File: src/rtl/core/spne_ram.sv
module spne_ram #(
    parameter int WIDTH = 8,
    parameter int DEPTH = 16
) (
    input  logic                                       i_clk,
    input  logic                                       i_we,
    input  logic [((DEPTH > 1) ? $clog2(DEPTH) : 1)-1:0] i_waddr,
    input  logic [WIDTH-1:0]                           i_wdata,
    input  logic [((DEPTH > 1) ? $clog2(DEPTH) : 1)-1:0] i_raddr,
    output logic [WIDTH-1:0]                           o_rdata
);

    logic [WIDTH-1:0] r_mem [DEPTH];
    logic [WIDTH-1:0] r_rdata;

    // one write port, one registered read port
    always_ff @(posedge i_clk) begin
        if (i_we) begin
            r_mem[i_waddr] <= i_wdata;
        end
        r_rdata <= r_mem[i_raddr];
    end

    assign o_rdata = r_rdata;

endmodule

File: config.mk
export PLATFORM = sky130hd
export DESIGN_NAME = spne_ram
export DESIGN_NICKNAME = d
export VERILOG_FILES = /design/src/rtl/core/spne_ram.sv
export SDC_FILE = /design/constraint.sdc
export NUM_CORES = 1
export LEC_CHECK = 0
export ABC_AREA = 1
export BUFFER_PORTS_ARGS = -buffer_cell sky130_fd_sc_hd__buf_2
export CAP_MARGIN = 5
export CORE_ASPECT_RATIO = 0.9
export CORE_MARGIN = 1
export CORE_UTILIZATION = 35
export DETAILED_ROUTE_END_ITERATION = 10
export HOLD_SLACK_MARGIN = 0.02
export PLACE_DENSITY_LB_ADDON = 0.25
export SETUP_SLACK_MARGIN = 0.3
export SYNTH_ARGS = -nofsm -noshare
export SYNTH_HDL_FRONTEND = slang
export SYNTH_SLANG_ARGS = --single-unit
File: constraint.sdc
create_clock -name i_clk -period 2.4 [get_ports i_clk]
set_clock_uncertainty 0.15 [all_clocks]
set_input_delay 0.48 -clock i_clk [delete_from_list [all_inputs] [get_ports i_clk]]
set_output_delay 0.48 -clock i_clk [all_outputs]
set_load 0.1 [all_outputs]
==> flow_summary.json <==
{
  "synthCells": 551,
  "ys_warn_count": 0,
  "ir_drop_uv": 436,
  "final_layout_size_suffix_gt1_share_pct": 12.0,
  "fin_crit_ns": 1.84,
  "pwr-share-clk_pct": 49.9,
  "cp.buffers_inverters": 1,
  "grt_max_degree": 65,
  "final_core_util_pct": 42.4,
  "die_area_mm2": 0.0170,
  "hpwl_mm": 8.51,
  "cts.sink_count": 136,
  "p_int_mw": 4.90,
  "cts_made_buffers": 17,
  "wl_per_cell_um": 17.6,
  "grt_usage_pct": 18.2,
  "syn_to_final_growth_pct": 18.6,
  "cts_resized": 0,
  "run_status": "complete, no violations",
  "synth_area_per_cell_um2": 10.5,
  "worst_slew_pin_slew_ns": 0.817,
  "die_x_um": 137,
  "crit_arrival_ns": 1.21,
  "holdWs_ns": 0.306,
  "overflow": 0,
  "final_antenna_net_count": 0,
  "grt_pass1_vias": 3665,
  "worstPathRequired_ns": 1.77,
  "slowest_stage": "buf_2",
  "netlist_area_mm2": 0.00577,
  "vias_per_cell": 4.78,
  "cts_tree": "built",
  "final_common_cell": "nand2_1",
  "start_util_pct": 35.8,
  "clock_latency_ns": 0.42,
  "hp-class": "input pin to flop",
  "crit_type": "flop to output port",
  "layout.nets": 604,
  "seq_area_frac_synth_pct": 69.4,
  "maxCapViolCount": 0,
  "layout_worst_path_cycle_share_pct": 76.5,
  "clkTransAtPathRegs_ns": 0.06,
  "synthesis.nets": 569,
  "clock-root-buffer": "clkbuf_16",
  "netSwitchingPower_mw": 1.31,
  "final_cell_mix": "173 x nand2_1, 128 x edfxtp_1, 100 x inv_1",
  "ios": 26,
  "tns_ns": 0,
  "cp-start-kind": "flop",
  "drt-pass1-iter-count": 5,
  "seq_area_mm2": 0.00400,
  "final_max_slew_viol_count": 0,
  "crit_chain": "buf_2",
  "power_mw": 6.21,
  "multiInputGateArea_mm2": 0.00121,
  "seqPwrFrac_pct": 43.0,
  "grt_antenna_before_repair": 0,
  "core-area_mm2": 0.0161,
  "hold_violations": 0,
  "critPathMaxFanout": 1,
  "timing.fmax_mhz": 544,
  "htree_levels": 4,
  "num-fill-cells": 1544,
  "combPwrFrac_pct": 7.1,
  "synth_cell_types": 12,
  "cts_hold_buf": 0,
  "cpLargestDelayFamily": "buffers and inverters",
  "rsz0062_at_grt": "false",
  "finalSetupViolCount": 0,
  "slew_headroom_pct": 45.3,
  "p_sw_share_pct": 21.2,
  "slowest_delay_ns": 0.44,
  "power_leakage_nw": 2.95,
  "core.rowCount": 44,
  "route.detailed.drc": 0,
  "gp_congestion": 0.765,
  "clk_path_buf_depth": 2,
  "power_density_mw_per_mm2": 908,
  "cts_setup_buffers": 0,
  "vias": 3850,
  "num_antenna_cells": 0,
  "dieHeight_um": 124,
  "synth_seq_cells": 136,
  "portBuffers": 25,
  "drt_iter0_markers": 374,
  "grt_pass1_wl_mm": 21.6,
  "wirelength_mm": 14.2,
  "end_kind": "output port"
}
-- flip-flops by register name (all words and copies together), names as in the netlist --
name	flops
r_mem	128
o_rdata	8
-- cell usage after synthesis, drive strengths merged --
cell,count,share of area (%)
buf,24,2.9
nand3,97,8.4
nand3b,2,0.26
edfxtp,128,67
dfxtp,8,2.8
nor2,17,1.1
inv,102,6.6
nand2,173,11
-- area by class of cell --
cell class                 count  share of cell area (%)
clock buffer                  17                    6.22
clock inverter                15                    4.08
inverter                     102                    5.60
multi-input combinational    289                    17.7
sequential                   136                    58.5
tap                          207                    3.79
timing repair buffer          40                    4.02
-- power by group through the flow --
stage	combinational, mW	clock (mW)	sequential (mW)
2_1_floorplan	0.187	0	2.83
3_3_place_gp	0.440	0	2.72
3_5_place_dp	0.442	0	2.72
4_1_cts	0.445	3.13	2.67
5_1_grt	0.479	3.24	2.68
6_report	0.442	3.10	2.67
-- metrics by stage --
stage | std cells | setup WS, ns | cell area, µm²
after floorplan | 551 | 0.819 | 5770
after global placement | 774 | 0.385 | 6130
after detailed placement | 774 | 0.371 | 6130
after CTS | 806 | 0.525 | 6840
after global routing | 806 | 0.525 | 6840
final | 806 | 0.563 | 6840
-- final timing paths --
path	cells after the start	slack, ns	endpoint	start
worst max register to register	6	1.14	o_rdata[5]	r_mem[11][5]
worst max-delay path	1	0.56	o_rdata[6]	o_rdata[6]
worst min-delay path	3	0.31	o_rdata[4]	i_raddr[3]
worst min register to register	6	0.52	o_rdata[2]	r_mem[6][2]
-- kinds of logic after synthesis --
logic type / Yosys count / share of synthesized area (%)
flip-flops: 136 / 69.4
AND/OR/NAND/NOR: 289 / 21.0
buffers and inverters: 126 / 9.52
-- routing by layer --
| metal | wire (µm) | part of all wire [%] | up-vias | track usage [%] |
|---|---|---|---|---|
| met5 | 0 | 0 | - | 0 |
| met4 | 189 | 1.3 | 0 | 7.07 |
| met3 | 734 | 5.2 | 15 | 3.62 |
| met2 | 6420 | 45 | 124 | 27.3 |
| met1 | 6820 | 48 | 1863 | 26.0 |
| li1 | - | - | 1848 | - |
Power figures use the tool's default switching activity.
