File: src/rtl/core/spne_pkg.sv
package spne_pkg;

    // block size
    localparam int CHANNELS    = 16;
    localparam int HOLD_DEPTH  = 32;

    // field widths
    localparam int STATUS_W    = 8;
    localparam int DATA_W      = 7;
    localparam int TICK_W      = 32;
    localparam int THR_W       = 7;
    localparam int ENTRY_W     = STATUS_W + 2 * DATA_W;
    localparam int FIELDS_W    = ENTRY_W + TICK_W;
    localparam int TDATA_W     = ((FIELDS_W + 7) / 8) * 8;

    // derived widths
    localparam int CH_W        = (CHANNELS > 1) ? $clog2(CHANNELS) : 1;
    localparam int CNT_W       = $clog2(HOLD_DEPTH + 1);
    localparam int IDX_W       = (HOLD_DEPTH > 1) ? $clog2(HOLD_DEPTH) : 1;
    localparam int STORE_DEPTH = CHANNELS * HOLD_DEPTH;
    localparam int ADDR_W      = (STORE_DEPTH > 1) ? $clog2(STORE_DEPTH) : 1;

    // command queue between front and back
    localparam int QDEPTH      = 4;
    localparam int QPTR_W      = $clog2(QDEPTH);
    localparam int QCNT_W      = $clog2(QDEPTH + 1);
    localparam int PEND_W      = $clog2(QDEPTH + 2);

    // message codes
    localparam logic [3:0] KIND_NOTE_OFF = 4'h8;
    localparam logic [3:0] KIND_NOTE_ON  = 4'h9;
    localparam logic [3:0] KIND_CTRL     = 4'hB;
    localparam logic [3:0] KIND_SYSTEM   = 4'hF;
    localparam logic [DATA_W-1:0] SUSTAIN_CC = 7'd64;
    localparam logic [THR_W-1:0]  THR_RESET  = 7'd64;
    localparam logic [4:0]        CH_LIMIT   = 5'(CHANNELS);

    typedef enum logic {
        CMD_PASS,
        CMD_DRAIN
    } t_cmd_kind;

    typedef struct packed {
        t_cmd_kind             kind;
        logic [STATUS_W-1:0]   status;
        logic [DATA_W-1:0]     data_one;
        logic [DATA_W-1:0]     data_two;
        logic [TICK_W-1:0]     tick;
        logic                  ovf;
        logic [CNT_W-1:0]      count;
        logic [CH_W-1:0]       ch;
    } t_cmd;

    typedef enum logic [1:0] {
        BK_IDLE,
        BK_READ,
        BK_DATA
    } t_back_state;

    // hold store address of one channel's slot
    function automatic logic [ADDR_W-1:0] store_addr(input logic [CH_W-1:0] ch,
                                                     input logic [IDX_W-1:0] idx);
        store_addr = ADDR_W'(ch) * ADDR_W'(HOLD_DEPTH) + ADDR_W'(idx);
    endfunction

endpackage

File: src/rtl/core/spne_queue.sv
module spne_queue (
    input  logic           i_clk,
    input  logic           i_rst_n,
    input  logic           i_push,
    input  spne_pkg::t_cmd i_cmd,
    output logic           o_full,
    input  logic           i_pop,
    output spne_pkg::t_cmd o_cmd,
    output logic           o_empty
);
    import spne_pkg::*;

    t_cmd              r_mem [QDEPTH];
    logic [QPTR_W-1:0] r_wptr;
    logic [QPTR_W-1:0] r_rptr;
    logic [QCNT_W-1:0] r_count;

    assign o_full  = (r_count == QCNT_W'(QDEPTH));
    assign o_empty = (r_count == '0);
    assign o_cmd   = r_mem[r_rptr];

    // storage
    always_ff @(posedge i_clk) begin
        if (i_push) begin
            r_mem[r_wptr] <= i_cmd;
        end
    end

    // pointers and fill level
    always_ff @(posedge i_clk) begin
        if (!i_rst_n) begin
            r_wptr  <= '0;
            r_rptr  <= '0;
            r_count <= '0;
        end else begin
            if (i_push) begin
                r_wptr <= r_wptr + 1'b1;
            end
            if (i_pop) begin
                r_rptr <= r_rptr + 1'b1;
            end
            if (i_push && !i_pop) begin
                r_count <= r_count + 1'b1;
            end else if (!i_push && i_pop) begin
                r_count <= r_count - 1'b1;
            end
        end
    end

endmodule

File: config.mk
export PLATFORM = sky130hd
export DESIGN_NAME = spne_queue
export DESIGN_NICKNAME = d
export VERILOG_FILES = /design/src/rtl/core/spne_pkg.sv /design/src/rtl/core/spne_queue.sv
export SDC_FILE = /design/constraint.sdc
export NUM_CORES = 1
export LEC_CHECK = 0
export BUFFER_PORTS_ARGS = -buffer_cell sky130_fd_sc_hd__buf_2
export CORE_MARGIN = 2
export CORE_UTILIZATION = 64
export CTS_BUF_LIST = sky130_fd_sc_hd__clkbuf_8
export CTS_CLUSTER_SIZE = 25
export DETAILED_ROUTE_END_ITERATION = 8
export GPL_TIMING_DRIVEN = 0
export PLACE_DENSITY = 0.88
export SLEW_MARGIN = 15
export SYNTH_ARGS = -nofsm -noshare
export SYNTH_HDL_FRONTEND = slang
export SYNTH_SLANG_ARGS = --single-unit
File: constraint.sdc
create_clock -name i_clk -period 4.4 [get_ports i_clk]
set_input_delay 0.88 -clock i_clk [delete_from_list [all_inputs] [get_ports i_clk]]
set_output_delay 0.88 -clock i_clk [all_outputs]
set_load 0.05 [all_outputs]
==> flow_summary.ini, run 1 <==
[die]
die_x_um = 128.8
design.core.area_um2 = 15200
pin_count = 138
initial_core_util = 0.6554
rows = 45
die_y_um = 128.8
dieArea_um2 = 16580

[timing]
hold_viol_final = 0
tns_ns = 0
worst_pin_slew_ns = 0.6382
maxSlewHeadroom = 0.5746
setup_viol = 0
fmax_mhz = 336.7
slew_viol_final = 0
final.setup_skew_ns = 0.01529
period_share = 0.6750
holdWs_ns = 0.5303
fin_crit_ns = 2.970
rsz0062_at_grt = false

[cts]
htree_levels = 2
cts_max_path_buffers = 3
postCtsSetupRepairBufs = 0
cts_tree = done
cts_made_buffers = 41
worstSkewPairLatency_ns = 0.53
cts-root-buf = clkbuf_8
postCtsResizedCells = 0
hold_buffers = 0
clock_sinks = 273
clkSlewWorstSetupHoldPaths_ns = 0.06

[grt]
grt_max_degree = 37
grt_overflow = 0
antenna_found_initial = 0
grt_pass1_vias = 4846
grtUsageTotal = 0.2111
grt_pass1_wl_um = 25850

[critical_path]
setup.worst_path.class = reg -> out
cp.arrival_ns = 2.09
startpoint_type = flip-flop
crit_fanout = 10
required_ns = 3.52
r2r_setup_slack_ns = 2.67
endpoint_kind = output pin

[yosys]
netlist_area_um2 = 9963
syn_nets = 463
syn_area_per_cell_um2 = 25.74
ys_types = 21
yosysSeqAreaShare = 0.8138
ys_warn_count = 0
synthCells = 387
synth-seq-cells = 273

[route]
first_pass_iters = 4
vias_per_cell = 5.799
ant_nets = 0
drt-total-wl_um = 16740
drc = 0
drtIter0Drc = 321
vias = 4564
wire_per_inst_um = 21.27

[power_and_ir_drop]
power_density_nw_per_um2 = 486.7
peakVddDrop_v = 0.0003869
power_leakage_uw = 0.004061

[cells_and_area]
layout_common_cells = edfxtp_1 (264), buf_2 (142), mux4_2 (66), clkbuf_8 (43), inv_1 (19)
final_common_cell = edfxtp_1
finalNetCount = 647
antennaDiodeCount = 0
drive_above_1_share = 0.4491
area_growth_pct = 17.46

[status]
status = completed

[worst_hold_path]
min_path_type = reg -> reg

[flow_run]
cap_violations = 0

[placed_design]
gp_congestion = 0.6985
dp_hpwl_um = 10210
numPortBuffers = 137
[synthesized netlist by cell type (all sizes together)]
cell type  number  share of area
edfxtp        264           0.80
mux4           66           0.15
buf            12         0.0097
and2            9         0.0057
dfxtp           9          0.018
ha              5         0.0063
inv             4         0.0015
xor2            3         0.0026
clkbuf          2        0.00075
mux2i           2         0.0020
nor2b           2         0.0013
xnor2           2         0.0018
a21boi          1        0.00075
fa              1         0.0020
nand2           1        0.00038
nor3            1        0.00050
nor3b           1        0.00075
o21ai           1        0.00050
or3             1        0.00063
[through the flow]
step                      total power (uW)  setup WS [ns]    util  instance area (um2)  std cells
after floorplan                       3711          1.538       -                 9963        387
after CTS                             5759          1.390  0.7698                11700        787
after global placement                3909         0.2975  0.7160                10880        712
final                                 5695          1.430  0.7698                11700        787
after global routing                  5919          1.337  0.7698                11700        787
after detailed placement              3939          1.921  0.7219                10970        716
[critical path, cell delays in order, from the launching register on]
cell	delay, ns
dfxtp_1	0.34
buf_2	0.29
buf_2	0.33
mux4_2	0.35
buf_2	0.24
[worst paths after layout]
kind	from	end	cells past startpoint
hold reg to reg	r_count[2]	r_count[2]	2
hold / removal	r_count[2]	r_count[2]	2
setup reg to reg	r_wptr[0]	r_mem[2][24]	4
setup / recovery	flip-flop	o_cmd[48]	4
[area by class of cell]
class                           count  area (um2)
Clock buffer                       43       591.8
Sequential cell                   273        8108
Clock inverter                     28       136.4
Fill cell                         802        3500
Timing Repair Buffer              141       765.7
Inverter                            4       15.01
Multi-Input combinational cell     96        1747
Buffer                             14       103.9
Tap cell                          188       235.2
[power by group]
group	switching, uW	internal, uW
Clock	866	956
Sequential	34.1	2990
Combinational	587	266
Total	1490	4210
[per-layer routing]
layer	global-route usage	routed length, um	up-vias	part of all wire
met5	0	0	-	0
met4	0.08632	336	0	0.020
met3	0.04491	1092	33	0.065
met2	0.3517	8658	168	0.52
met1	0.2783	6653	2343	0.40
li1	-	-	2020	-
[registers in the layout, indices dropped and copies added (netlist names), named ones only]
register / count
r_count: 3
r_wptr: 2
r_rptr: 2
r_mem: 264
[cell families after synthesis]
group           synth area share
flops                     0.8138
compound gates          0.001256
xor+xnor                0.004396
mux                       0.1512
buf+inv                  0.01193
simple gates            0.009167
fa+ha+maj               0.008288
Note: power is estimated with default switching activity, not from simulation.
==> run 2, diff against run 1 <==
Settings changed: CORE_UTILIZATION 64 to 59, PLACE_DENSITY 0.88 to 0.82.
Clock period 4.4 ns to 2.8 ns, I/O delays scaled along.
==> run 2 against run 1 <==
  * Clock power grew 55%
  * Global-route usage is 1.2 points lower
  * Combinational power up 57%
  * Die area is 8.2% higher
  * Largest cell class unchanged
  * Largest power group unchanged
==> flow_summary.ini, run 2 (synthesis gave the netlist of run 1 again) <==
[worst_hold_path]
hold_path_end = r_mem[2][9]
min_path_type = in -> reg
worstHoldStart = i_cmd[9]
worstHoldPathCells = 1

[cts]
postCtsResizedCells = 0
clock_sinks = 273
postCtsSetupRepairBufs = 0
cts_max_path_buffers = 3
cts-root-buf = clkbuf_8
cts_tree = done
hold_buffers = 0
htree_levels = 2
worstSkewPairLatency_ns = 0.51
cts_made_buffers = 42
clkSlewWorstSetupHoldPaths_ns = 0.06

[grt]
antenna_found_initial = 0
grt_pass1_wl_um = 26720
grt_overflow = 0
grt_pass1_vias = 4990
grt_max_degree = 35
grtUsageTotal = 0.1992

[critical_path]
crit_fanout = 10
cp_slowest_cell = mux4_2
max_stage_delay_ns = 0.55
crit_cells = 4
worst_path_most_repeated_cell = buf_6
critical_path.top_delay_family = buffers and inverters
required_ns = 2.24
cp.arrival_ns = 2.09
cp_cell_sequence = buf_6 > buf_6 > mux4_2 > buf_2
setup.worst_path.class = reg -> out
startpoint_type = flip-flop
r2r_setup_slack_ns = 1.08
rr_worst_depth = 3
endpoint_kind = output pin
timing.rr.end = r_mem[1][4]
worst-path-buf-inv = 3
r2r_start = r_wptr[0]

[timing]
maxSlewHeadroom = 0.5589
setup_viol = 0
final.setup_skew_ns = 0.01306
hold_viol_final = 0
slew_viol_final = 0
fmax_mhz = 377.6
tns_ns = 0
period_share = 0.9458
fin_ws_ns = 0.1518
worst_pin_slew_ns = 0.6617
rsz0062_at_grt = false
fin_crit_ns = 2.648

[route]
vias_per_cell = 5.468
ant_nets = 0
met2_length_um = 8868
route.top_layer_used = met4
drt-total-wl_um = 17200
drt-met1-wl_um = 6890
wire_per_inst_um = 20.88
drc = 0
first_pass_iters = 4
wl_met3_um = 1245
vias = 4506
drtIter0Drc = 286

[placed_design]
dp_hpwl_um = 10720
gp_congestion = 0.6923
place_ws_ns = 0.6356
numPortBuffers = 137
placed_area_um2 = 11010

[cells_and_area]
stdcell_area_um2 = 11750
largest_reg_flops = 264
antennaDiodeCount = 0
final_common_cell = edfxtp_1
largest_register = r_mem
drive_above_1_share = 0.4470
layout_common_cells = edfxtp_1 (264), buf_2 (142), mux4_2 (66), clkbuf_8 (45), inv_1 (24)
top_regs = r_mem (264), r_count (3)
area_growth_pct = 17.96
finalNetCount = 648

[die]
initial_core_util = 0.6029
dieArea_um2 = 17940
design.core.area_um2 = 16520
die_y_um = 134.0
rows = 47
pin_count = 138
die_x_um = 134.0

[power_and_ir_drop]
peakVddDrop_v = 0.0004636
power_leakage_uw = 0.004090
power_density_nw_per_um2 = 759.4

[status]
status = completed

[flow_run]
cap_violations = 0
run 2: worst max-delay path by stage:
stage	end	slack, ns
6_report	o_cmd[47]	0.15
5_1_grt	o_cmd[47]	0.04
4_1_cts	o_cmd[47]	0.08
3_5_place_dp	r_count[2]	0.64
3_3_place_gp	r_mem[3][40]	-1.02
2_1_floorplan	r_mem[0][0]	0.26
run 2: report_power, final:
part / switching, uW / internal (uW) / leakage, uW
registers: 54.0 / 4690 / 0.00250
logic: 928 / 417 / 0.00114
clock network: 1360 / 1470 / 0.000452
total: 2340 / 6580 / 0.00409
run 2: per-stage QoR:
stage | total power (uW) | hold slack, ns | utilization | instances
finish | 8925 | 0.2594 | 0.7112 | 824
global route | 9257 | 0.2260 | 0.7112 | 824
CTS | 9022 | 0.2163 | 0.7112 | 824
detailed placement | 6197 | 0.5335 | 0.6665 | 748
global placement | 6148 | 0.4835 | 0.6611 | 744
floorplan | 5831 | 0.4724 | - | 387
run 2: worst register-to-register path, stage by stage (launching register included):
cell	delay, ns
dfxtp_1	0.40
ha_1	0.19
and2_4	0.49
buf_12	0.32
run 2: routing by layer:
metal,GRT usage,vias to the layer above
met4,0.06265,0
met1,0.2570,2306
li1,-,2026
met5,0,-
met2,0.3350,155
met3,0.05593,19
run 2: area by class of cell:
type / instances / area (um2)
Buffer: 14 / 103.9
Clock buffer: 45 / 619.3
Clock inverter: 31 / 118.9
Fill cell: 981 / 4772
Inverter: 4 / 15.01
Multi-Input combinational cell: 96 / 1747
Sequential cell: 273 / 8108
Tap cell: 220 / 275.3
Timing Repair Buffer: 141 / 765.7
