[src/rtl/core/spne_pkg.sv]
package spne_pkg;

    // block size
    localparam int CHANNELS    = 16;
    localparam int HOLD_DEPTH  = 32;

    // field widths
    localparam int STATUS_W    = 8;
    localparam int DATA_W      = 7;
    localparam int TICK_W      = 32;
    localparam int THR_W       = 7;
    localparam int ENTRY_W     = STATUS_W + 2 * DATA_W;
    localparam int FIELDS_W    = ENTRY_W + TICK_W;
    localparam int TDATA_W     = ((FIELDS_W + 7) / 8) * 8;

    // derived widths
    localparam int CH_W        = (CHANNELS > 1) ? $clog2(CHANNELS) : 1;
    localparam int CNT_W       = $clog2(HOLD_DEPTH + 1);
    localparam int IDX_W       = (HOLD_DEPTH > 1) ? $clog2(HOLD_DEPTH) : 1;
    localparam int STORE_DEPTH = CHANNELS * HOLD_DEPTH;
    localparam int ADDR_W      = (STORE_DEPTH > 1) ? $clog2(STORE_DEPTH) : 1;

    // command queue between front and back
    localparam int QDEPTH      = 4;
    localparam int QPTR_W      = $clog2(QDEPTH);
    localparam int QCNT_W      = $clog2(QDEPTH + 1);
    localparam int PEND_W      = $clog2(QDEPTH + 2);

    // message codes
    localparam logic [3:0] KIND_NOTE_OFF = 4'h8;
    localparam logic [3:0] KIND_NOTE_ON  = 4'h9;
    localparam logic [3:0] KIND_CTRL     = 4'hB;
    localparam logic [3:0] KIND_SYSTEM   = 4'hF;
    localparam logic [DATA_W-1:0] SUSTAIN_CC = 7'd64;
    localparam logic [THR_W-1:0]  THR_RESET  = 7'd64;
    localparam logic [4:0]        CH_LIMIT   = 5'(CHANNELS);

    typedef enum logic {
        CMD_PASS,
        CMD_DRAIN
    } t_cmd_kind;

    typedef struct packed {
        t_cmd_kind             kind;
        logic [STATUS_W-1:0]   status;
        logic [DATA_W-1:0]     data_one;
        logic [DATA_W-1:0]     data_two;
        logic [TICK_W-1:0]     tick;
        logic                  ovf;
        logic [CNT_W-1:0]      count;
        logic [CH_W-1:0]       ch;
    } t_cmd;

    typedef enum logic [1:0] {
        BK_IDLE,
        BK_READ,
        BK_DATA
    } t_back_state;

    // hold store address of one channel's slot
    function automatic logic [ADDR_W-1:0] store_addr(input logic [CH_W-1:0] ch,
                                                     input logic [IDX_W-1:0] idx);
        store_addr = ADDR_W'(ch) * ADDR_W'(HOLD_DEPTH) + ADDR_W'(idx);
    endfunction

endpackage

[src/rtl/core/spne_front.sv]
module spne_front (
    input  logic                          i_clk,
    input  logic                          i_rst_n,
    input  logic                          i_cfg_we,
    input  logic [spne_pkg::THR_W-1:0]    i_cfg_wdata,
    input  logic                          i_valid,
    output logic                          o_ready,
    input  logic [spne_pkg::STATUS_W-1:0] i_status,
    input  logic [spne_pkg::DATA_W-1:0]   i_data_one,
    input  logic [spne_pkg::DATA_W-1:0]   i_data_two,
    input  logic [spne_pkg::TICK_W-1:0]   i_tick,
    input  logic                          i_q_full,
    output logic                          o_q_push,
    output spne_pkg::t_cmd                o_q_cmd,
    input  logic                          i_drain_done,
    output logic                          o_st_we,
    output logic [spne_pkg::ADDR_W-1:0]   o_st_addr,
    output logic [spne_pkg::ENTRY_W-1:0]  o_st_wdata,
    output logic [spne_pkg::PEND_W-1:0]   o_pending
);
    import spne_pkg::*;

    logic [THR_W-1:0]    r_thr;
    logic [CHANNELS-1:0] r_pedal;
    logic [CNT_W-1:0]    r_count [CHANNELS];
    logic [PEND_W-1:0]   r_pending;
    logic [PEND_W-1:0]   n_pending;

    logic [3:0]       kind;
    logic [CH_W-1:0]  ch;
    logic             chan_ok;
    logic             is_sus;
    logic             sus_on;
    logic             sus_off;
    logic             is_off;
    logic [CNT_W-1:0] cur_cnt;
    logic             full;
    logic             held_off;
    logic             do_hold;
    logic             do_drain;
    logic             emit;
    logic             accept;

    // classify the incoming transaction
    always_comb begin
        kind     = i_status[7:4];
        ch       = i_status[CH_W-1:0];
        chan_ok  = (kind >= KIND_NOTE_OFF) && (kind != KIND_SYSTEM)
                   && ({1'b0, i_status[3:0]} < CH_LIMIT);
        is_sus   = chan_ok && (kind == KIND_CTRL) && (i_data_one == SUSTAIN_CC);
        sus_on   = is_sus && (i_data_two >= r_thr);
        sus_off  = is_sus && !sus_on;
        is_off   = chan_ok && ((kind == KIND_NOTE_OFF)
                   || ((kind == KIND_NOTE_ON) && (i_data_two == '0)));
        cur_cnt  = r_count[ch];
        full     = (cur_cnt == CNT_W'(HOLD_DEPTH));
        held_off = is_off && r_pedal[ch];
        do_hold  = held_off && !full;
        do_drain = sus_off && (cur_cnt != '0);
        emit     = !sus_on && !(sus_off && (cur_cnt == '0)) && !do_hold;
    end

    // hold-store writes wait until every pending release has been read out
    assign o_ready  = !i_q_full && !(do_hold && (r_pending != '0));
    assign accept   = i_valid && o_ready;
    assign o_q_push = accept && emit;

    always_comb begin
        o_q_cmd.kind     = do_drain ? CMD_DRAIN : CMD_PASS;
        o_q_cmd.status   = i_status;
        o_q_cmd.data_one = i_data_one;
        o_q_cmd.data_two = i_data_two;
        o_q_cmd.tick     = i_tick;
        o_q_cmd.ovf      = held_off && full;
        o_q_cmd.count    = cur_cnt;
        o_q_cmd.ch       = ch;
    end

    assign o_st_we    = accept && do_hold;
    assign o_st_addr  = store_addr(ch, cur_cnt[IDX_W-1:0]);
    assign o_st_wdata = {i_status, i_data_one, i_data_two};

    // count of releases queued or in progress
    always_comb begin
        n_pending = r_pending;
        if ((accept && do_drain) && !i_drain_done) begin
            n_pending = r_pending + 1'b1;
        end else if (!(accept && do_drain) && i_drain_done) begin
            n_pending = r_pending - 1'b1;
        end
    end

    assign o_pending = r_pending;

    // threshold, pedal flags, hold counts
    always_ff @(posedge i_clk) begin
        if (!i_rst_n) begin
            r_thr     <= THR_RESET;
            r_pedal   <= '0;
            r_pending <= '0;
            for (int i = 0; i < CHANNELS; i++) begin
                r_count[i] <= '0;
            end
        end else begin
            r_pending <= n_pending;
            if (i_cfg_we) begin
                r_thr <= i_cfg_wdata;
            end
            if (accept) begin
                if (sus_on) begin
                    r_pedal[ch] <= 1'b1;
                end
                if (sus_off) begin
                    r_pedal[ch] <= 1'b0;
                    r_count[ch] <= '0;
                end
                if (do_hold) begin
                    r_count[ch] <= cur_cnt + 1'b1;
                end
            end
        end
    end

endmodule

[config.mk]
export PLATFORM = sky130hd
export DESIGN_NAME = spne_front
export DESIGN_NICKNAME = d
export VERILOG_FILES = /design/src/rtl/core/spne_pkg.sv /design/src/rtl/core/spne_front.sv
export SDC_FILE = /design/constraint.sdc
export NUM_CORES = 1
export LEC_CHECK = 0
export ABC_CLOCK_PERIOD_IN_PS = 10500
export BUFFER_PORTS_ARGS = -buffer_cell sky130_fd_sc_hd__buf_2
export CAP_MARGIN = 20
export CORE_MARGIN = 3
export CORE_UTILIZATION = 58
export DETAILED_ROUTE_END_ITERATION = 12
export HOLD_SLACK_MARGIN = 0.05
export PLACE_DENSITY_LB_ADDON = 0.2
export SETUP_SLACK_MARGIN = 0.05
export SYNTH_ARGS = -nofsm -noshare
export SYNTH_HDL_FRONTEND = slang
export SYNTH_SLANG_ARGS = --single-unit
[constraint.sdc]
create_clock -name i_clk -period 10.5 [get_ports i_clk]
set_input_delay 1.05 -clock i_clk [delete_from_list [all_inputs] [get_ports i_clk]]
set_output_delay 1.05 -clock i_clk [all_outputs]
set_load 0.05 [all_outputs]
==> results of run 1 <==
==> worst reg2reg max path, cell delays in order (launching register included) <==
cell,delay [ps]
edfxtp_1,390
mux4_2,470
a22oi_1,280
nand2_1,180
inv_1,130
ha_1,160
nor2b_1,160
a2bb2oi_2,100
nor4_4,280
nor2_4,130
a2bb2oi_4,500
o21ai_1,400
==> power by group through the flow <==
stage          sequential, mW  combinational, mW  clock, mW
6_report                0.541              0.198      0.538
4_1_cts                 0.541              0.199      0.540
5_1_grt                 0.543              0.211      0.561
3_3_place_gp            0.550              0.197          0
2_1_floorplan           0.553              0.196          0
3_5_place_dp            0.551              0.198          0
==> per-stage QoR <==
step / worst slack [ps] / hold slack, ps
detailed placement: 5170 / 480
floorplan: 4740 / 452
global route: 4850 / 519
global placement: 5220 / 467
finish: 5180 / 477
CTS: 5160 / 484
==> sequential cells by signal, summed over array words and instances, names as in the netlist <==
register and count:
r_thr 7, r_pedal 16, r_count 96, o_pending 3
==> cells by family (layout without fill, tap and decap cells) <==
family,count (synthesis),in the layout
AOI/OAI and AO/OA,76,76
xor gates and xnor gates,5,5
adders and majority gates,11,11
buffers and inverters,139,154
DFF,122,122
muxes,45,45
and+or+nand+nor,203,203
==> worst paths after layout <==
kind	depth (start not counted)	startpoint	slack (ps)	to
worst max-delay path	12	i_status[0]	5180	o_q_push
worst max register to register	11	r_count[14][0]	6960	r_count[15][2]
worst min register to register	2	r_pedal[12]	480	r_pedal[12]
worst min-delay path	2	r_pedal[12]	480	r_pedal[12]
==> layout make-up <==
type,instances,share of cell area
Clock buffer,18,0.0583
Timing Repair Buffer,111,0.0813
Clock inverter,12,0.0148
Inverter,13,0.00663
Sequential cell,122,0.463
Tap cell,143,0.0243
Multi-Input combinational cell,340,0.352
==> layer usage <==
metal	wire length, µm	vias up	GRT usage
met5	0	-	0
met4	357	0	0.103
met3	1340	42	0.0595
met2	7480	242	0.380
met1	6150	2215	0.311
li1	-	2099	-
==> placed cells by master, fill, tap and decap left out, drive strengths merged, types with 2 or more instances in the layout <==
master and count:
nand3 9, clkinvlp 2, o22ai 2, ha 10, nor3 65, a22o 2, mux2i 15, nand2 38
o21ai 36, a21boi 17, nor4 3, edfxtp 96, nor2b 13, a2bb2oi 2, bufinv 2, a21oi 2
dfxtp 26, xor2 3, a22oi 6, o211ai 2, and3 2, a21o 3, or3 2, and2 4
mux2 5, xnor2 2, a211oi 2, mux4 25, inv 13, nand2b 3, buf 111, nor2 58
clkbuf 18, clkinv 8
==> metrics.md, run 1 <==
| Metric | Value |
|---|---|
| Minimum clock period | 5320 ps |
| Chip width | 115 µm |
| Internal Power | 0.929 mW |
| Placed insts | 727 |
| Register area share after synthesis | 0.489 |
| CP Data Required Time | 9450 ps |
| Comb pwr share | 0.155 |
| Clk sinks | 122 |
| Port bufs | 105 |
| Max Cap Viol | 0 |
| Critical Path Start Type | primary input |
| Placement Cell Area | 6780 µm² |
| First drt pass iteration count | 5 |
| Worst skew pair latency | 410 ps |
| Max-slew headroom at the worst pin | 0.369 |
| Synth area leader | edfxtp_1 |
| CTS buffer count | 17 |
| Top cell type's share of synthesized area | 0.415 |
| Clk slew on worst S/H paths | 50 ps |
| Sequential Area | 3400 µm² |
| Most frequent CP cell | buf_2 |
| Least-Margin Pin Slew | 944 ps |
| Worst Path Buf+Inv | 3 |
| Fill count | 886 |
| Hpwl dp | 10300 µm |
| Max H-tree Level | 4 |
| Core ar. | 11600 µm² |
| Final core area utilization | 0.636 |
| Die H | 115 µm |
| Fin crit share | 0.507 |
| Overflow after GRT | 0 |
| Setup TNS Final | 0 ps |
| Largest net degree at the start of global routing | 49 |
| # Post-CTS Setup Buffers | 0 |
| Adder-cell share of the synthesized area | 0.0209 |
| Family with the most delay on the worst path | buffers and inverters |
| Post-DRT Antenna Nets | 0 |
| Routability cong. | 0.820 |
| CP endpoint kind | output port |
| Skew final | 7.73 ps |
| Synthesized area per cell | 11.6 µm² |
| Hold/Removal Path Class | reg2reg |
| Yosys warning total | 0 |
| Power Total | 1.28 mW |
| Vias in the first global route | 4452 |
| Synth Area in XOR/XNOR | 0.00630 |
| Max Clk Rate | 188 MHz |
| PwrDens | 174 nW/µm² |
| CTS tree | yes |
| Ant. Diodes | 0 |
| Switch share | 0.273 |
| Worst endpoint data arrival time | 4270 ps |
| Ports | 170 |
| DRC viols | 0 |
| Cell breakdown of the critical path | buf_2 > mux4_2 > a22oi_1 > nand2_1 > inv_1 > ha_1 > nor2b_1 > a2bb2oi_2 > nor4_4 > nor2_4 > a211oi_1 > buf_2 |
| First-pass GRT wire length | 23800 µm |
| Starting Density | 0.601 |
| Post-Synthesis Cell Area | 6950 µm² |
| Wire per inst | 20.2 µm |
| FFs w/ async S/R, synth | 0 |
| Number of cells in the finished layout apart from fillers | 759 |
| Synth Area in Compound Gates | 0.0745 |
| Via density per instance | 6.06 |
| Main combinational cell family by area after synthesis | simple AND/OR/NAND/NOR gates |
| Yosys cell types | 54 |
| Total Die Area | 13300 µm² |
| Share of post-route cells with drive strength above 1 | 0.326 |
| Max stage delay on crit path | 650 ps |
| Net Count, Synth | 679 |
| Mapped Cells | 601 |
| Sequential power share | 0.424 |
| Status | finished, final reports clean |
| Max clock buf depth | 2 |
| Final Hold Fails | 0 |
| Peak supply drop | 113 µV |
| Top FF cell, synth | edfxtp_1 |
| DRT Wirelength | 15300 µm |
| P_sw | 0.348 mW |
| Final Instance Area | 7360 µm² |
| Synthesis-to-finish area growth | 5.83% |
| Post-Synth Simple-Gate Area | 0.158 |
| GRT Util Overall | 0.238 |
| Fin nets | 683 |
| Kind of critical path | in2out |
| PostCTS Resize Cnt | 0 |
| RSZ-0062 raised after global routing | no |
| Final setup vio count | 0 |
| Max-slew violation count | 0 |
| Yosys reg bits | 122 |
| Critical path fanouts, max | 31 |
| Top cells by count, synth | 96 x buf_4, 96 x edfxtp_1, 55 x nor2_1, 45 x nor3_1, 36 x nand2_1 |
| Largest cells by area after synthesis | edfxtp_1 41%, buf_4 10%, mux4_2 8.1% |
| Share of power burned in the clock network | 0.421 |
| Row count | 39 |
| # hold bufs at CTS | 0 |
| CP max stage cell | buf_2 |
| Area of the multi-input gates | 2590 µm² |
| Detailed Route Iter0 Violations | 478 |
| Post-synth EDFFs | 96 |
| P_leak | 2.66 nW |
| Vias | 4598 |
| Initial antenna violation count | 0 |
| Root buf cell | clkbuf_16 |
| Multiplexer area fraction after synthesis | 0.113 |
(Power assumes the default switching activity.)
==> run 2: changes to the inputs <==
- ABC_CLOCK_PERIOD_IN_PS: 10500 -> 4750
- CORE_UTILIZATION: 58 -> 49
- clock period: 10.5 -> 4.75 ns (I/O delays scaled with it)
==> metrics.md, run 2 (synthesized netlist as in run 1, its figures left out) <==
| Metric | Value |
|---|---|
| Post-DRT Antenna Nets | 0 |
| First-pass GRT wire length | 26600 µm |
| DRT Wirelength | 17400 µm |
| GRT Util Overall | 0.222 |
| Via density per instance | 5.85 |
| Wire per inst | 21.8 µm |
| RSZ-0062 raised after global routing | no |
| Overflow after GRT | 0 |
| Share of post-route cells with drive strength above 1 | 0.335 |
| Kind of critical path | in2out |
| Row count | 42 |
| Clk sinks | 122 |
| Max clock buf depth | 2 |
| # Post-CTS Setup Buffers | 0 |
| Placed insts | 768 |
| Fin crit share | 0.878 |
| Fin nets | 689 |
| Max Cap Viol | 0 |
| PostCTS Resize Cnt | 0 |
| Max H-tree Level | 4 |
| Detailed Route Iter0 Violations | 431 |
| Max Clk Rate | 240 MHz |
| CP max stage cell | mux4_2 |
| Largest net degree at the start of global routing | 49 |
| Reg2Reg Depth | 12 |
| Setup TNS Final | 0 ps |
| Critical Path End | o_q_push |
| Vias | 4677 |
| Hpwl dp | 11900 µm |
| Final setup vio count | 0 |
| CP Data Required Time | 4280 ps |
| Chip width | 125 µm |
| Synthesis-to-finish area growth | 7.70% |
| Die H | 125 µm |
| Reg2reg setup slack | 1240 ps |
| Starting Density | 0.513 |
| Routability cong. | 0.854 |
| R2R Path End | r_count[4][2] |
| Met1 Wirelength | 6980 µm |
| Leading cell types in the layout, fill and taps excluded | 105 x buf_2, 96 x edfxtp_1, 55 x nor2_1, 45 x nor3_1, 36 x nand2_1 |
| Critical path fanouts, max | 25 |
| DRC viols | 0 |
| Worst endpoint data arrival time | 3700 ps |
| Status | finished, final reports clean |
| Ant. Diodes | 0 |
| Least-Margin Pin Slew | 999 ps |
| Regs by FF count | r_count: 96 flops, r_pedal: 16 flops, r_thr: 7 flops |
| CTS buffer count | 17 |
| # hold bufs at CTS | 0 |
| P_leak | 2.71 nW |
| Largest register FFs | 96 |
| Ports | 170 |
| Most common cell after layout, fill and taps aside | buf_2 |
| Core ar. | 13600 µm² |
| Routed met2 length | 8450 µm |
| Vias in the first global route | 4497 |
| Critical Path Start Type | primary input |
| Total Die Area | 15700 µm² |
| Final core area utilization | 0.552 |
| Worst skew pair latency | 410 ps |
| Max stage delay on crit path | 590 ps |
| Root buf cell | clkbuf_16 |
| Max-slew headroom at the worst pin | 0.332 |
| Hold/Removal Path Class | in2reg |
| CTS tree | yes |
| DR WL met3 | 1460 µm |
| Setup crit start | i_status[0] |
| Number of cells in the finished layout apart from fillers | 799 |
| Skew final | 4.96 ps |
| Register with the most flip-flops | r_count |
| Max-slew violation count | 0 |
| Peak supply drop | 259 µV |
| PwrDens | 396 nW/µm² |
| First drt pass iteration count | 4 |
| RR Startpoint | r_count[14][0] |
| Clk slew on worst S/H paths | 50 ps |
| Minimum clock period | 4170 ps |
| Cell breakdown of the critical path | buf_2 > mux4_2 > a22oi_1 > nand2_1 > inv_1 > ha_1 > nor2b_1 > a2bb2oi_2 > nor4_4 > nor2_4 > a211oi_1 > buf_2 |
| CP endpoint kind | output port |
| Initial antenna violation count | 0 |
| Port bufs | 105 |
| Final Hold Fails | 0 |
| Most frequent CP cell | buf_2 |
| Uppermost routed layer | met4 |
==> run 2: changes by cell type in the layout (fill, tap and decap cells not counted), moves of 2 or more <==
| cell | before | now |
|---|---|---|
| clkinv_2 | 3 | 5 |
| clkinvlp_4 | 2 | 0 |
| clkbuf_1 | 1 | 3 |
| clkinv_1 | 5 | 2 |
| buf_4 | 4 | 10 |
| bufinv_16 | 2 | 4 |
==> run 2: critical path, delay by kind of cell <==
family                   cells  cell delay, ps
AND/OR/NAND/NOR              4             800
adder cells (fa/ha/maj)      1             170
AO/OA/AOI/OAI                3             640
buffers and inverters        3             990
multiplexers                 1             590
==> run 2: area by class of cell <==
cell class | instances | area (µm²)
inverter | 13 | 48.8
clock inverter | 11 | 153
clock buffer | 20 | 437
fill | 1160 | 6070
tap | 176 | 220
multi-input combinational | 340 | 2590
timing repair buffer | 117 | 636
sequential | 122 | 3400
==> run 2: layer usage <==
layer  global-route usage  vias up
li1                     -     2110
met1                0.288     2292
met2                0.351      224
met3               0.0631       51
met4               0.0969        0
met5                    0        -
==> run 2: power by group <==
group	switching, mW	internal (mW)
Clock	0.445	0.865
Sequential	0.0177	1.18
Combinational	0.330	0.122
==> run 2: how the worst min path moves through the flow <==
stage | slack (ps) | cells past startpoint | startpoint | end
after floorplan | 450 | 2 | r_pedal[15] | r_pedal[15]
after global placement | 470 | 2 | r_pedal[1] | r_pedal[1]
after detailed placement | 470 | 2 | r_pedal[10] | r_pedal[10]
after CTS | 270 | 3 | i_cfg_wdata[6] | r_thr[6]
after global routing | 290 | 3 | i_cfg_wdata[6] | r_thr[6]
final | 280 | 3 | i_cfg_wdata[6] | r_thr[6]
==> run 2: metrics by stage <==
stage / power [mW] / area [µm²] / setup WS [ps] / hold WS (ps)
2_1_floorplan: 1.66 / 6950 / 145 / 452
3_3_place_gp: 1.67 / 6880 / 746 / 466
3_5_place_dp: 1.67 / 6900 / 604 / 475
4_1_cts: 2.96 / 7490 / 640 / 273
5_1_grt: 3.05 / 7490 / 400 / 285
6_report: 2.96 / 7490 / 579 / 281
==> run 3: changes to the inputs <==
==> constraint.sdc (replaced) <==
create_clock -name i_clk -period 4.75 [get_ports i_clk]
set_input_delay 0.475 -clock i_clk [delete_from_list [all_inputs] [get_ports i_clk]]
set_output_delay 0.475 -clock i_clk [all_outputs]
set_load 0.005 [all_outputs]
==> metrics.md, run 3 (synthesized netlist as in run 1, its figures left out) <==
| Metric | Value |
|---|---|
| Status | finished, final reports clean |
| CTS buffer count | 17 |
| Initial antenna violation count | 0 |
| Kind of critical path | in2out |
| Final setup vio count | 0 |
| Synthesis-to-finish area growth | 7.59% |
| Vias | 4693 |
| Most common cell after layout, fill and taps aside | buf_2 |
| Detailed Route Iter0 Violations | 517 |
| P_leak | 2.72 nW |
| Final worst slack | 746 ps |
| PostCTS Resize Cnt | 0 |
| Ant. Diodes | 0 |
| Largest net degree at the start of global routing | 49 |
| Die H | 125 µm |
| Register with the most flip-flops | r_count |
| Final Hold Fails | 0 |
| Wire per inst | 21.3 µm |
| Ports | 170 |
| DRT Wirelength | 17000 µm |
| Fin nets | 690 |
| Peak supply drop | 262 µV |
| First-pass GRT wire length | 25700 µm |
| Starting Density | 0.513 |
| Critical Path Start Type | primary input |
| Row count | 42 |
| Minimum clock period | 4000 ps |
| Worst endpoint data arrival time | 3530 ps |
| Power Total | 2.77 mW |
| Critical path fanouts, max | 28 |
| Clk sinks | 122 |
| Worst slack, placed | 551 ps |
| First drt pass iteration count | 5 |
| RSZ-0062 raised after global routing | no |
| Chip width | 125 µm |
| PwrDens | 371 nW/µm² |
| Skew final | 8.84 ps |
| Final core area utilization | 0.552 |
| DRC viols | 0 |
| Share of post-route cells with drive strength above 1 | 0.339 |
| Core ar. | 13600 µm² |
| # Post-CTS Setup Buffers | 0 |
| Port bufs | 105 |
| Setup TNS Final | 0 ps |
| Max clock buf depth | 2 |
| Max Clk Rate | 250 MHz |
| CTS tree | yes |
| Post-DRT Antenna Nets | 0 |
| Max Cap Viol | 0 |
| Fin crit share | 0.843 |
| Vias in the first global route | 4479 |
| Total Die Area | 15700 µm² |
| Worst skew pair latency | 420 ps |
| Max-slew headroom at the worst pin | 0.339 |
| Largest register FFs | 96 |
| Max-slew violation count | 0 |
| Root buf cell | clkbuf_16 |
| Overflow after GRT | 0 |
| Least-Margin Pin Slew | 989 ps |
| GRT Util Overall | 0.215 |
| Hpwl dp | 11700 µm |
| # hold bufs at CTS | 0 |
| Max H-tree Level | 4 |
| Regs by FF count | r_count: 96 flops, r_pedal: 16 flops, r_thr: 7 flops |
| Clk slew on worst S/H paths | 50 ps |
| Via density per instance | 5.86 |
| Leading cell types in the layout, fill and taps excluded | 105 x buf_2, 96 x edfxtp_1, 55 x nor2_1, 45 x nor3_1, 36 x nand2_1 |
| CP Data Required Time | 4280 ps |
| Hold/Removal Path Class | in2reg |
| CP endpoint kind | output port |
| Routability cong. | 0.867 |
run 3: cell types whose count changed in the layout (fill, tap and decap cells not counted), sizes merged:
cell | previous run | this run
clkinv | 7 | 4
inv | 13 | 15
bufinv | 4 | 2
buf | 117 | 118
clkbuf | 20 | 24
run 3: power by group:
group | internal, mW | total, mW | switching (mW) | leakage (nW)
logic | 0.121 | 0.317 | 0.196 | 1.22
clock network | 0.809 | 1.25 | 0.445 | 0.289
registers | 1.18 | 1.20 | 0.0172 | 1.20
total | 2.11 | 2.77 | 0.658 | 2.72
run 3: through the flow:
| step | instance area, µm² | std cells | hold WS (ps) |
|---|---|---|---|
| floorplan | 6950 | 601 | 452 |
| global placement | 6890 | 768 | 463 |
| detailed placement | 6910 | 769 | 472 |
| finish | 7480 | 801 | 276 |
| global route | 7480 | 801 | 295 |
| CTS | 7480 | 801 | 267 |
run 3: layer usage:
layer	vias to the layer above	track usage	wire, µm
met5	-	0	0
met2	242	0.336	8140
met1	2275	0.291	6980
met4	0	0.0944	461
li1	2117	-	-
met3	59	0.0469	1440
run 3: path summary, 6_finish.rpt:
path              depth (start not counted)             to  slack (ps)           start
setup reg to reg                         12  r_count[4][3]        1360  r_count[14][0]
hold / removal                            3       r_thr[6]         280  i_cfg_wdata[6]
hold reg to reg                           2     r_pedal[2]         470      r_pedal[2]
setup / recovery                         12       o_q_push         750     i_status[0]
run 3: area by class of cell:
| class | count | area [µm²] |
|---|---|---|
| clock inverters | 8 | 92.6 |
| well taps | 176 | 220 |
| flip-flops and latches | 122 | 3400 |
| repair buffers | 118 | 643 |
| clock buffers | 24 | 482 |
| inverters | 13 | 48.8 |
| fillers | 1155 | 6080 |
| multi-input cells | 340 | 2590 |
run 3: critical path, stage by stage:
cell       delay [ps]
buf_2             550
mux4_2            610
a22oi_1           300
nand2_1           200
inv_1             120
ha_1              170
nor2b_1           160
a2bb2oi_2         100
nor4_4            310
nor2_4            140
a211oi_1          230
buf_2             150
